$ cat src/hdl/tpmd_pkg.sv
// shared types, widths and constants of the track pair mean distance block
package tpmd_pkg;

    // fixed field widths
    localparam int COORD_W = 32;
    localparam int DIFF_W  = 32;
    localparam int HALF_W  = 16;
    localparam int SQ_W    = 66;
    localparam int ROOT_W  = 33;
    localparam int REM_W   = 35;
    localparam int MEAN_W  = 33;

    // partial products per plane: three for dx squared, three for dy squared
    localparam int MUL_STEPS = 6;

    // depth of the queue between classifier and arithmetic
    localparam int JOB_DEPTH = 2;

    // default plane limit per track pair
    localparam int MAX_PLANES_DEF = 8;

    // reset value of the limit register, 100000.0 in 1/16 units
    localparam logic signed [COORD_W-1:0] VALID_LIMIT_RST = 32'sd1600000;

    // one input item
    typedef struct packed {
        logic signed [COORD_W-1:0] track_a_x;
        logic signed [COORD_W-1:0] track_a_y;
        logic signed [COORD_W-1:0] track_b_x;
        logic signed [COORD_W-1:0] track_b_y;
        logic                      last_plane;
    } t_in_item;

    // one result item
    typedef struct packed {
        logic [MEAN_W-1:0] mean_distance;
        logic              no_valid_plane;
    } t_out_item;

    // classified plane handed from front to back
    typedef struct packed {
        logic [DIFF_W-1:0] dx;
        logic [DIFF_W-1:0] dy;
        logic              counted;
        logic              last;
    } t_job;

endpackage

$ cat src/hdl/tpmd_fifo.sv
// small register queue between the classifier and the arithmetic back end
module tpmd_fifo #(
    parameter int WIDTH = 8,
    parameter int DEPTH = 2
) (
    input  logic             i_clk,
    input  logic             i_rst_n,
    input  logic             i_push,
    input  logic [WIDTH-1:0] i_data,
    output logic             o_full,
    input  logic             i_pop,
    output logic [WIDTH-1:0] o_data,
    output logic             o_empty
);

    localparam int PTR_W = (DEPTH > 1) ? $clog2(DEPTH) : 1;
    localparam int CNT_W = $clog2(DEPTH + 1);

    logic [WIDTH-1:0] r_mem [DEPTH];
    logic [PTR_W-1:0] r_wr;
    logic [PTR_W-1:0] r_rd;
    logic [CNT_W-1:0] r_count;
    logic [PTR_W-1:0] n_wr;
    logic [PTR_W-1:0] n_rd;
    logic             do_push;
    logic             do_pop;

    // status
    assign o_full  = (r_count == CNT_W'(DEPTH));
    assign o_empty = (r_count == '0);
    assign o_data  = r_mem[r_rd];
    assign do_push = i_push && !o_full;
    assign do_pop  = i_pop && !o_empty;

    // pointer wrap
    assign n_wr = (r_wr == PTR_W'(DEPTH - 1)) ? '0 : r_wr + 1'b1;
    assign n_rd = (r_rd == PTR_W'(DEPTH - 1)) ? '0 : r_rd + 1'b1;

    // storage and pointers
    always_ff @(posedge i_clk) begin
        if (!i_rst_n) begin
            r_wr    <= '0;
            r_rd    <= '0;
            r_count <= '0;
        end else begin
            if (do_push) begin
                r_mem[r_wr] <= i_data;
                r_wr        <= n_wr;
            end
            if (do_pop) begin
                r_rd <= n_rd;
            end
            if (do_push && !do_pop) begin
                r_count <= r_count + 1'b1;
            end else if (do_pop && !do_push) begin
                r_count <= r_count - 1'b1;
            end
        end
    end

endmodule

$ cat src/hdl/tpmd_front.sv
// front end: limit register, plane counting, validity check and coordinate differences
module tpmd_front import tpmd_pkg::*; #(
    parameter int MAX_PLANES = MAX_PLANES_DEF
) (
    input  logic                      i_clk,
    input  logic                      i_rst_n,
    input  logic                      i_cfg_valid,
    output logic                      o_cfg_ready,
    input  logic signed [COORD_W-1:0] i_cfg_data,
    input  logic                      i_push,
    output logic                      o_full,
    input  t_in_item                  i_item,
    output logic                      o_job_push,
    output t_job                      o_job,
    input  logic                      i_job_full
);

    localparam int IDX_W = $clog2(MAX_PLANES + 1);

    logic signed [COORD_W-1:0] r_limit;
    logic [IDX_W-1:0]          r_index;
    logic [IDX_W-1:0]          n_index;
    logic                      accept;
    logic                      in_range;
    logic                      plane_ok;
    logic [COORD_W:0]          diff_x;
    logic [COORD_W:0]          diff_y;
    logic [COORD_W:0]          mag_x;
    logic [COORD_W:0]          mag_y;

    assign o_cfg_ready = 1'b1;
    assign o_full      = i_job_full;
    assign accept      = i_push && !i_job_full;

    // plane is usable when inside the plane budget and all points below the limit
    assign in_range = (r_index < IDX_W'(MAX_PLANES));
    assign plane_ok = in_range &&
                      (i_item.track_a_x < r_limit) && (i_item.track_a_y < r_limit) &&
                      (i_item.track_b_x < r_limit) && (i_item.track_b_y < r_limit);

    // exact differences, then magnitudes (always fit 32 bits)
    assign diff_x = {i_item.track_b_x[COORD_W-1], i_item.track_b_x} -
                    {i_item.track_a_x[COORD_W-1], i_item.track_a_x};
    assign diff_y = {i_item.track_b_y[COORD_W-1], i_item.track_b_y} -
                    {i_item.track_a_y[COORD_W-1], i_item.track_a_y};
    assign mag_x  = diff_x[COORD_W] ? (~diff_x + 1'b1) : diff_x;
    assign mag_y  = diff_y[COORD_W] ? (~diff_y + 1'b1) : diff_y;

    // only counted planes and pair ends need the back end
    assign o_job_push    = accept && (plane_ok || i_item.last_plane);
    assign o_job.dx      = mag_x[DIFF_W-1:0];
    assign o_job.dy      = mag_y[DIFF_W-1:0];
    assign o_job.counted = plane_ok;
    assign o_job.last    = i_item.last_plane;

    // plane index saturates at the budget and clears at the pair end
    always_comb begin
        if (i_item.last_plane) begin
            n_index = '0;
        end else if (in_range) begin
            n_index = r_index + 1'b1;
        end else begin
            n_index = r_index;
        end
    end

    // limit register and plane index
    always_ff @(posedge i_clk) begin
        if (!i_rst_n) begin
            r_limit <= VALID_LIMIT_RST;
            r_index <= '0;
        end else begin
            if (i_cfg_valid) begin
                r_limit <= i_cfg_data;
            end
            if (accept) begin
                r_index <= n_index;
            end
        end
    end

endmodule

$ cat src/hdl/tpmd_back.sv
// back end: squared distance, bit-serial square root, running sum and mean division
module tpmd_back import tpmd_pkg::*; #(
    parameter int MAX_PLANES = MAX_PLANES_DEF
) (
    input  logic      i_clk,
    input  logic      i_rst_n,
    input  logic      i_job_empty,
    output logic      o_job_pop,
    input  t_job      i_job,
    input  logic      i_pop,
    output logic      o_empty,
    output t_out_item o_result
);

    localparam int CW    = $clog2(MAX_PLANES + 1);
    localparam int TOTW  = ROOT_W + $clog2(MAX_PLANES);
    localparam int CNT_W = $clog2(TOTW + 1);

    typedef enum logic [2:0] {
        S_IDLE,
        S_MUL,
        S_ROOT,
        S_DIV,
        S_DONE
    } t_state;

    t_state            r_state,     n_state;
    logic [CNT_W-1:0]  r_step,      n_step;
    logic [DIFF_W-1:0] r_x,         n_x;
    logic [DIFF_W-1:0] r_y,         n_y;
    logic [SQ_W-1:0]   r_rad,       n_rad;
    logic [REM_W-1:0]  r_rem,       n_rem;
    logic [ROOT_W-1:0] r_root,      n_root;
    logic [TOTW-1:0]   r_total,     n_total;
    logic [CW-1:0]     r_count,     n_count;
    logic [TOTW-1:0]   r_quo,       n_quo;
    logic [CW-1:0]     r_drem,      n_drem;
    logic              r_none,      n_none;
    logic              r_last,      n_last;
    logic              r_out_valid, n_out_valid;
    t_out_item         r_result,    n_result;

    logic [HALF_W-1:0]  op_a;
    logic [HALF_W-1:0]  op_b;
    logic [1:0]         op_shift;
    logic [2*HALF_W-1:0] prod;
    logic [SQ_W-1:0]    term;
    logic [REM_W+1:0]   rem_sh;
    logic [REM_W+1:0]   trial;
    logic [REM_W+1:0]   rem_diff;
    logic               root_ge;
    logic [ROOT_W-1:0]  root_next;
    logic [TOTW-1:0]    total_sum;
    logic [CW:0]        drem_sh;
    logic [CW:0]        drem_diff;
    logic               div_ge;

    assign o_empty  = !r_out_valid;
    assign o_result = r_result;

    // partial product selection: low*low, high*low (times two), high*high per axis
    always_comb begin
        case (r_step)
            CNT_W'(0): begin
                op_a = r_x[HALF_W-1:0];      op_b = r_x[HALF_W-1:0];      op_shift = 2'd0;
            end
            CNT_W'(1): begin
                op_a = r_x[DIFF_W-1:HALF_W]; op_b = r_x[HALF_W-1:0];      op_shift = 2'd1;
            end
            CNT_W'(2): begin
                op_a = r_x[DIFF_W-1:HALF_W]; op_b = r_x[DIFF_W-1:HALF_W]; op_shift = 2'd2;
            end
            CNT_W'(3): begin
                op_a = r_y[HALF_W-1:0];      op_b = r_y[HALF_W-1:0];      op_shift = 2'd0;
            end
            CNT_W'(4): begin
                op_a = r_y[DIFF_W-1:HALF_W]; op_b = r_y[HALF_W-1:0];      op_shift = 2'd1;
            end
            default: begin
                op_a = r_y[DIFF_W-1:HALF_W]; op_b = r_y[DIFF_W-1:HALF_W]; op_shift = 2'd2;
            end
        endcase
    end

    // one 16x16 product per cycle, placed at its weight
    assign prod = op_a * op_b;
    always_comb begin
        case (op_shift)
            2'd0:    term = {{(SQ_W - 2*HALF_W){1'b0}}, prod};
            2'd1:    term = {{(SQ_W - 2*HALF_W - HALF_W - 1){1'b0}}, prod, {(HALF_W + 1){1'b0}}};
            default: term = {{(SQ_W - 4*HALF_W){1'b0}}, prod, {(2*HALF_W){1'b0}}};
        endcase
    end

    // square root step: two radicand bits in, one root bit out
    assign rem_sh    = {r_rem, r_rad[SQ_W-1:SQ_W-2]};
    assign trial     = {2'b00, r_root, 2'b01};
    assign root_ge   = (rem_sh >= trial);
    assign rem_diff  = rem_sh - trial;
    assign root_next = {r_root[ROOT_W-2:0], root_ge};
    assign total_sum = r_total + TOTW'(root_next);

    // restoring division step of the total by the plane count
    assign drem_sh   = {r_drem, r_quo[TOTW-1]};
    assign div_ge    = (drem_sh >= {1'b0, r_count});
    assign drem_diff = drem_sh - {1'b0, r_count};

    // sequencer
    always_comb begin
        n_state     = r_state;
        n_step      = r_step;
        n_x         = r_x;
        n_y         = r_y;
        n_rad       = r_rad;
        n_rem       = r_rem;
        n_root      = r_root;
        n_total     = r_total;
        n_count     = r_count;
        n_quo       = r_quo;
        n_drem      = r_drem;
        n_none      = r_none;
        n_last      = r_last;
        n_out_valid = r_out_valid;
        n_result    = r_result;
        o_job_pop   = 1'b0;

        if (i_pop && r_out_valid) begin
            n_out_valid = 1'b0;
        end

        case (r_state)
            S_IDLE: begin
                if (!i_job_empty) begin
                    o_job_pop = 1'b1;
                    n_last    = i_job.last;
                    if (i_job.counted) begin
                        n_x     = i_job.dx;
                        n_y     = i_job.dy;
                        n_rad   = '0;
                        n_rem   = '0;
                        n_root  = '0;
                        n_step  = '0;
                        n_state = S_MUL;
                    end else if (i_job.last) begin
                        if (r_count == '0) begin
                            n_quo   = '0;
                            n_none  = 1'b1;
                            n_state = S_DONE;
                        end else begin
                            n_quo   = r_total;
                            n_drem  = '0;
                            n_none  = 1'b0;
                            n_step  = '0;
                            n_state = S_DIV;
                        end
                    end
                end
            end
            S_MUL: begin
                n_rad  = r_rad + term;
                n_step = r_step + 1'b1;
                if (r_step == CNT_W'(MUL_STEPS - 1)) begin
                    n_step  = '0;
                    n_state = S_ROOT;
                end
            end
            S_ROOT: begin
                n_rad  = {r_rad[SQ_W-3:0], 2'b00};
                n_rem  = root_ge ? rem_diff[REM_W-1:0] : rem_sh[REM_W-1:0];
                n_root = root_next;
                n_step = r_step + 1'b1;
                if (r_step == CNT_W'(ROOT_W - 1)) begin
                    n_total = total_sum;
                    n_count = r_count + 1'b1;
                    n_step  = '0;
                    if (r_last) begin
                        n_quo   = total_sum;
                        n_drem  = '0;
                        n_none  = 1'b0;
                        n_state = S_DIV;
                    end else begin
                        n_state = S_IDLE;
                    end
                end
            end
            S_DIV: begin
                n_quo  = {r_quo[TOTW-2:0], div_ge};
                n_drem = div_ge ? drem_diff[CW-1:0] : drem_sh[CW-1:0];
                n_step = r_step + 1'b1;
                if (r_step == CNT_W'(TOTW - 1)) begin
                    n_step  = '0;
                    n_state = S_DONE;
                end
            end
            S_DONE: begin
                if (!r_out_valid || i_pop) begin
                    n_result.mean_distance  = r_quo[MEAN_W-1:0];
                    n_result.no_valid_plane = r_none;
                    n_out_valid             = 1'b1;
                    n_total                 = '0;
                    n_count                 = '0;
                    n_state                 = S_IDLE;
                end
            end
            default: begin
                n_state = S_IDLE;
            end
        endcase
    end

    // state and registered outputs
    always_ff @(posedge i_clk) begin
        if (!i_rst_n) begin
            r_state     <= S_IDLE;
            r_step      <= '0;
            r_total     <= '0;
            r_count     <= '0;
            r_out_valid <= 1'b0;
        end else begin
            r_state     <= n_state;
            r_step      <= n_step;
            r_x         <= n_x;
            r_y         <= n_y;
            r_rad       <= n_rad;
            r_rem       <= n_rem;
            r_root      <= n_root;
            r_total     <= n_total;
            r_count     <= n_count;
            r_quo       <= n_quo;
            r_drem      <= n_drem;
            r_none      <= n_none;
            r_last      <= n_last;
            r_out_valid <= n_out_valid;
            r_result    <= n_result;
        end
    end

endmodule

$ cat src/hdl/track_pair_mean_distance.sv
// top level of the track pair mean distance block
//
// Items are the points of two tracks at one measurement plane, pushed with
// push while full is low. The item with last_plane set closes the pair and
// yields one result: the floored mean of the floored plane distances, or
// no_valid_plane when no plane counted. The result waits on o_result while
// empty is low and leaves with pop. The limit register is written over the
// cfg valid/ready channel, which is always ready.
// A plane that does not count needs no arithmetic in the back end. A counted
// plane costs the back end six 16x16 partial products for the squared
// distance, then one root bit per cycle. Closing a pair with counted planes
// adds one division step per total bit (36 at eight planes) plus a final step
// to load the result register. A two-entry queue lets the front accept
// while the back end works. While a result waits unread the back end stalls
// before loading the next one, and items queue up until full rises.
// Reset clears the running sum, the counts, the job queue and the waiting
// result, and sets the limit to 1600000 (100000.0 in 1/16 units).
module track_pair_mean_distance import tpmd_pkg::*; #(
    parameter int MAX_PLANES = MAX_PLANES_DEF
) (
    input  logic                      i_clk,
    input  logic                      i_rst_n,
    input  logic                      i_cfg_valid,
    output logic                      o_cfg_ready,
    input  logic signed [COORD_W-1:0] i_cfg_data,
    input  logic                      push,
    output logic                      full,
    input  t_in_item                  i_item,
    output logic                      empty,
    input  logic                      pop,
    output t_out_item                 o_result
);

    logic job_push;
    logic job_full;
    logic job_pop;
    logic job_empty;
    t_job job_in;
    t_job job_out;

    // classification
    tpmd_front #(
        .MAX_PLANES (MAX_PLANES)
    ) u_front (
        .i_clk       (i_clk),
        .i_rst_n     (i_rst_n),
        .i_cfg_valid (i_cfg_valid),
        .o_cfg_ready (o_cfg_ready),
        .i_cfg_data  (i_cfg_data),
        .i_push      (push),
        .o_full      (full),
        .i_item      (i_item),
        .o_job_push  (job_push),
        .o_job       (job_in),
        .i_job_full  (job_full)
    );

    // decoupling queue
    tpmd_fifo #(
        .WIDTH ($bits(t_job)),
        .DEPTH (JOB_DEPTH)
    ) u_fifo (
        .i_clk   (i_clk),
        .i_rst_n (i_rst_n),
        .i_push  (job_push),
        .i_data  (job_in),
        .o_full  (job_full),
        .i_pop   (job_pop),
        .o_data  (job_out),
        .o_empty (job_empty)
    );

    // arithmetic
    tpmd_back #(
        .MAX_PLANES (MAX_PLANES)
    ) u_back (
        .i_clk       (i_clk),
        .i_rst_n     (i_rst_n),
        .i_job_empty (job_empty),
        .o_job_pop   (job_pop),
        .i_job       (job_out),
        .i_pop       (pop),
        .o_empty     (empty),
        .o_result    (o_result)
    );

endmodule
$ cat config.mk
export PLATFORM = sky130hd
export DESIGN_NAME = track_pair_mean_distance
export DESIGN_NICKNAME = d
export VERILOG_FILES = /design/src/hdl/tpmd_pkg.sv /design/src/hdl/tpmd_fifo.sv /design/src/hdl/tpmd_front.sv /design/src/hdl/tpmd_back.sv /design/src/hdl/track_pair_mean_distance.sv
export SDC_FILE = /design/constraint.sdc
export NUM_CORES = 2
export LEC_CHECK = 0
export BUFFER_PORTS_ARGS = -buffer_cell sky130_fd_sc_hd__buf_2
export CORE_ASPECT_RATIO = 0.75
export CORE_MARGIN = 2
export CORE_UTILIZATION = 60
export CTS_BUF_LIST = sky130_fd_sc_hd__clkbuf_8 sky130_fd_sc_hd__clkbuf_16
export CTS_CLUSTER_DIAMETER = 200
export DETAILED_ROUTE_END_ITERATION = 8
export GPL_TIMING_DRIVEN = 1
export PLACE_DENSITY = 0.88
export SYNTH_ARGS = -nofsm -noshare
export SYNTH_HDL_FRONTEND = slang
export SYNTH_SLANG_ARGS = --single-unit
$ cat constraint.sdc
create_clock -name i_clk -period 21.7 [get_ports i_clk]
set_clock_uncertainty 0.1 [all_clocks]
set_input_delay 4.34 -clock i_clk [delete_from_list [all_inputs] [get_ports i_clk]]
set_output_delay 4.34 -clock i_clk [all_outputs]
set_load 0.02 [all_outputs]
==> run metrics <==
adder-cell share of the synthesized area 0.213; Via-to-Cell Ratio 6.43; Max-Cap Viols 0; Longest Clk Path Bufs 3; Mapped Cells around 4800; most frequent cells in the layout inv_1 (485), ha_1 (438), nor2_1 (428); first-pass GRT wire length about 200000 um; drt first-iter violations 4810; EDFF count, synth 406; most common cell after layout, fill and taps aside inv_1; clock sinks 497; # DRC 0; Ports 203; # setup viols final 0; Post-synth ARST share 0; routability cong. 1.03; Slew HR 0.142; hold_buf cts 0; CP startpoint kind register; layout cell share with drive strength beyond 1 0.0977; worst-skew pair later-pin latency 0.65 ns; Initial Util 0.605; CP endpoint kind register; register area share after synthesis 0.316; die height 239 um; remaining global-route overflow 0; Yosys reg bits 497; routed wire length 131000 um; met3 WL 15000 um; minimum clock period 12.89 ns; Die X 318 um; slowest CP cell a21oi_1; pin count of the biggest net entering global routing 93; post-synthesis mux area share 0.0324; Synth Area in Compound Gates 0.183; distinct cell type count after synthesis 117; crit-path max FO 42; Netlist Area Pre-Place about 44000 sq um; CTS buffer count ~50; initial antenna violation count 4; largest family of logic cells by synthesized area adder cells; post-synthesis simple-gate area fraction 0.147; I/O Buffers 201; # H-tree levels 2; Metal-1 WL 56100 um; vias in the first global route 36242; Warnings, synthesis 0; FP Rows 86; Max Slew Vio Count 0; DR pass1 iterations 8; fin crit share 0.594; syn_nets ~5600; Final ANT Viol Nets 0; core area between 70000 and 80000 sq um; NumNets Final 5684; status complete, no violations; Detail Placement HPWL around 100000 um; Highest Signal Layer met5; Synth Area in XOR/XNOR 0.0508; final hold violation count 0; clk slew on worst S/H paths 0.07 ns; Setup TNS 0 ns; n_diodes 0; root buffer cell clkbuf_16; via count 37888; Most Frequent Cell on Critical Path fa_1; Post-CTS Setup Inserts 0; class of the worst hold path reg -> reg; die area approximately 76000 sq um; Crit path required time 21.96 ns; CP max stage delay 0.95 ns; top_reg_cell synth edfxtp_1; Least-Margin Pin Slew 1.29 ns; Resize count post-CTS 0; Syn Area/Cell 9.28 sq um; Wirelength per Cell between 20 and 25 um; Max Freq 77.6 MHz; area grow syn2layout 8.09%; CP Class reg -> reg; TritonCTS clock tree done; Crit path arrival time 13.15 ns; metal2 WL 55100 um; unrepaired setup endpoints after global routing no; gr usage total 0.338
worst max-delay path, delay by kind of cell (launching register included):
family          cells  cell delay, ns
xor+xnor            2            0.40
flops               1            0.36
fa+ha+maj           8            3.98
compound gates     20            5.73
buf+inv             4            0.59
simple gates        6            1.44
state kept, by name, indices dropped and copies added (netlist names), 2 cells and up, named ones only:
register         flops
u_fifo.r_mem       132
u_back.r_rad        66
u_back.r_quo        36
u_back.r_total      36
u_back.r_rem        35
u_back.o_result     34
u_back.r_root       33
u_back.r_x          32
u_back.r_y          32
u_front.r_limit     32
u_back.r_step        6
u_back.r_count       4
u_back.r_drem        4
u_front.r_index      4
u_back.r_state       3
u_fifo.r_count       2
routing by layer:
metal | GRT usage | vias to the layer above
li1 | - | 17298
met1 | 0.487 | 18067
met2 | 0.506 | 2197
met3 | 0.0731 | 320
met4 | 0.110 | 6
met5 | 0 | -
cell families after synthesis:
kind of cell	count (synthesis)
buffers and inverters	673
AND/OR/NAND/NOR	1374
adder cells (fa/ha/maj)	637
multiplexers	135
AO/OA/AOI/OAI	1203
other	1
XOR/XNOR	257
flip-flops	497
synth_stat cells (all sizes together), types with 12 or more instances:
master,count,share of area
or2,16,0.0023
nor4,17,0.0025
inv,482,0.041
xnor2,152,0.030
a31oi,48,0.0069
a211o,12,0.0024
a22o,25,0.0049
fa,199,0.090
a221o,17,0.0038
and3,30,0.0042
a2111oi,13,0.0027
dfxtp,91,0.041
nand3,87,0.0099
o21ai,246,0.028
a221oi,22,0.0046
nor3,68,0.0081
ha,438,0.12
a21oi,276,0.031
edfxtp,406,0.27
or3,30,0.0043
a21o,162,0.027
nand4,63,0.0089
o211ai,36,0.0062
o31ai,23,0.0042
a22oi,43,0.0073
clkbuf,155,0.013
o21bai,43,0.0073
o22ai,37,0.0052
a211oi,36,0.0065
a222oi,19,0.0043
nor2b,47,0.0066
and4,20,0.0040
xor2,105,0.021
mux2i,68,0.015
and2,55,0.0078
o21a,44,0.0075
nor2,433,0.037
nand2,412,0.035
mux2,67,0.017
nand2b,48,0.0068
buf,36,0.0042
layout make-up:
type | instances | area, sq um
Multi-Input combinational cell | 3607 | 27800
Fill cell | 5740 | 25300
Sequential cell | 497 | 14000
Inverter | 482 | 1810
Clock buffer | 55 | 1350
Timing Repair Buffer | 242 | 1310
Tap cell | 968 | 1210
Clock inverter | 39 | 399
per-stage QoR:
step           cell area (sq um)  cells  hold slack (ns)  utilization  worst slack (ns)
5_1_grt                    47900   5890            0.332        0.654              8.05
3_5_place_dp               46200   5796            0.311        0.630              9.05
3_3_place_gp               46200   5796            0.307        0.630              9.30
2_1_floorplan              44400   4777            0.300            -             10.10
6_report                   47900   5890            0.330        0.654              8.81
4_1_cts                    47900   5890            0.326        0.654              9.03
final timing paths:
check	startpoint	to	slack, ns	cells after the start
worst min register to register	u_back.r_none$_SDFFCE_PP0P_	u_back.o_result[0]$_DFFE_PP_	0.33	0
worst max-delay path	u_back.r_step[3]$_SDFFE_PN0P_	u_back.r_rad[54]$_DFFE_PP_	8.81	40
worst min-delay path	u_back.r_none$_SDFFCE_PP0P_	u_back.o_result[0]$_DFFE_PP_	0.33	0
worst max register to register	u_back.r_step[3]$_SDFFE_PN0P_	u_back.r_rad[54]$_DFFE_PP_	8.81	40
Power is not shown: default switching activity piles up to over one toggle a cycle in this logic, so the estimate is an artifact.
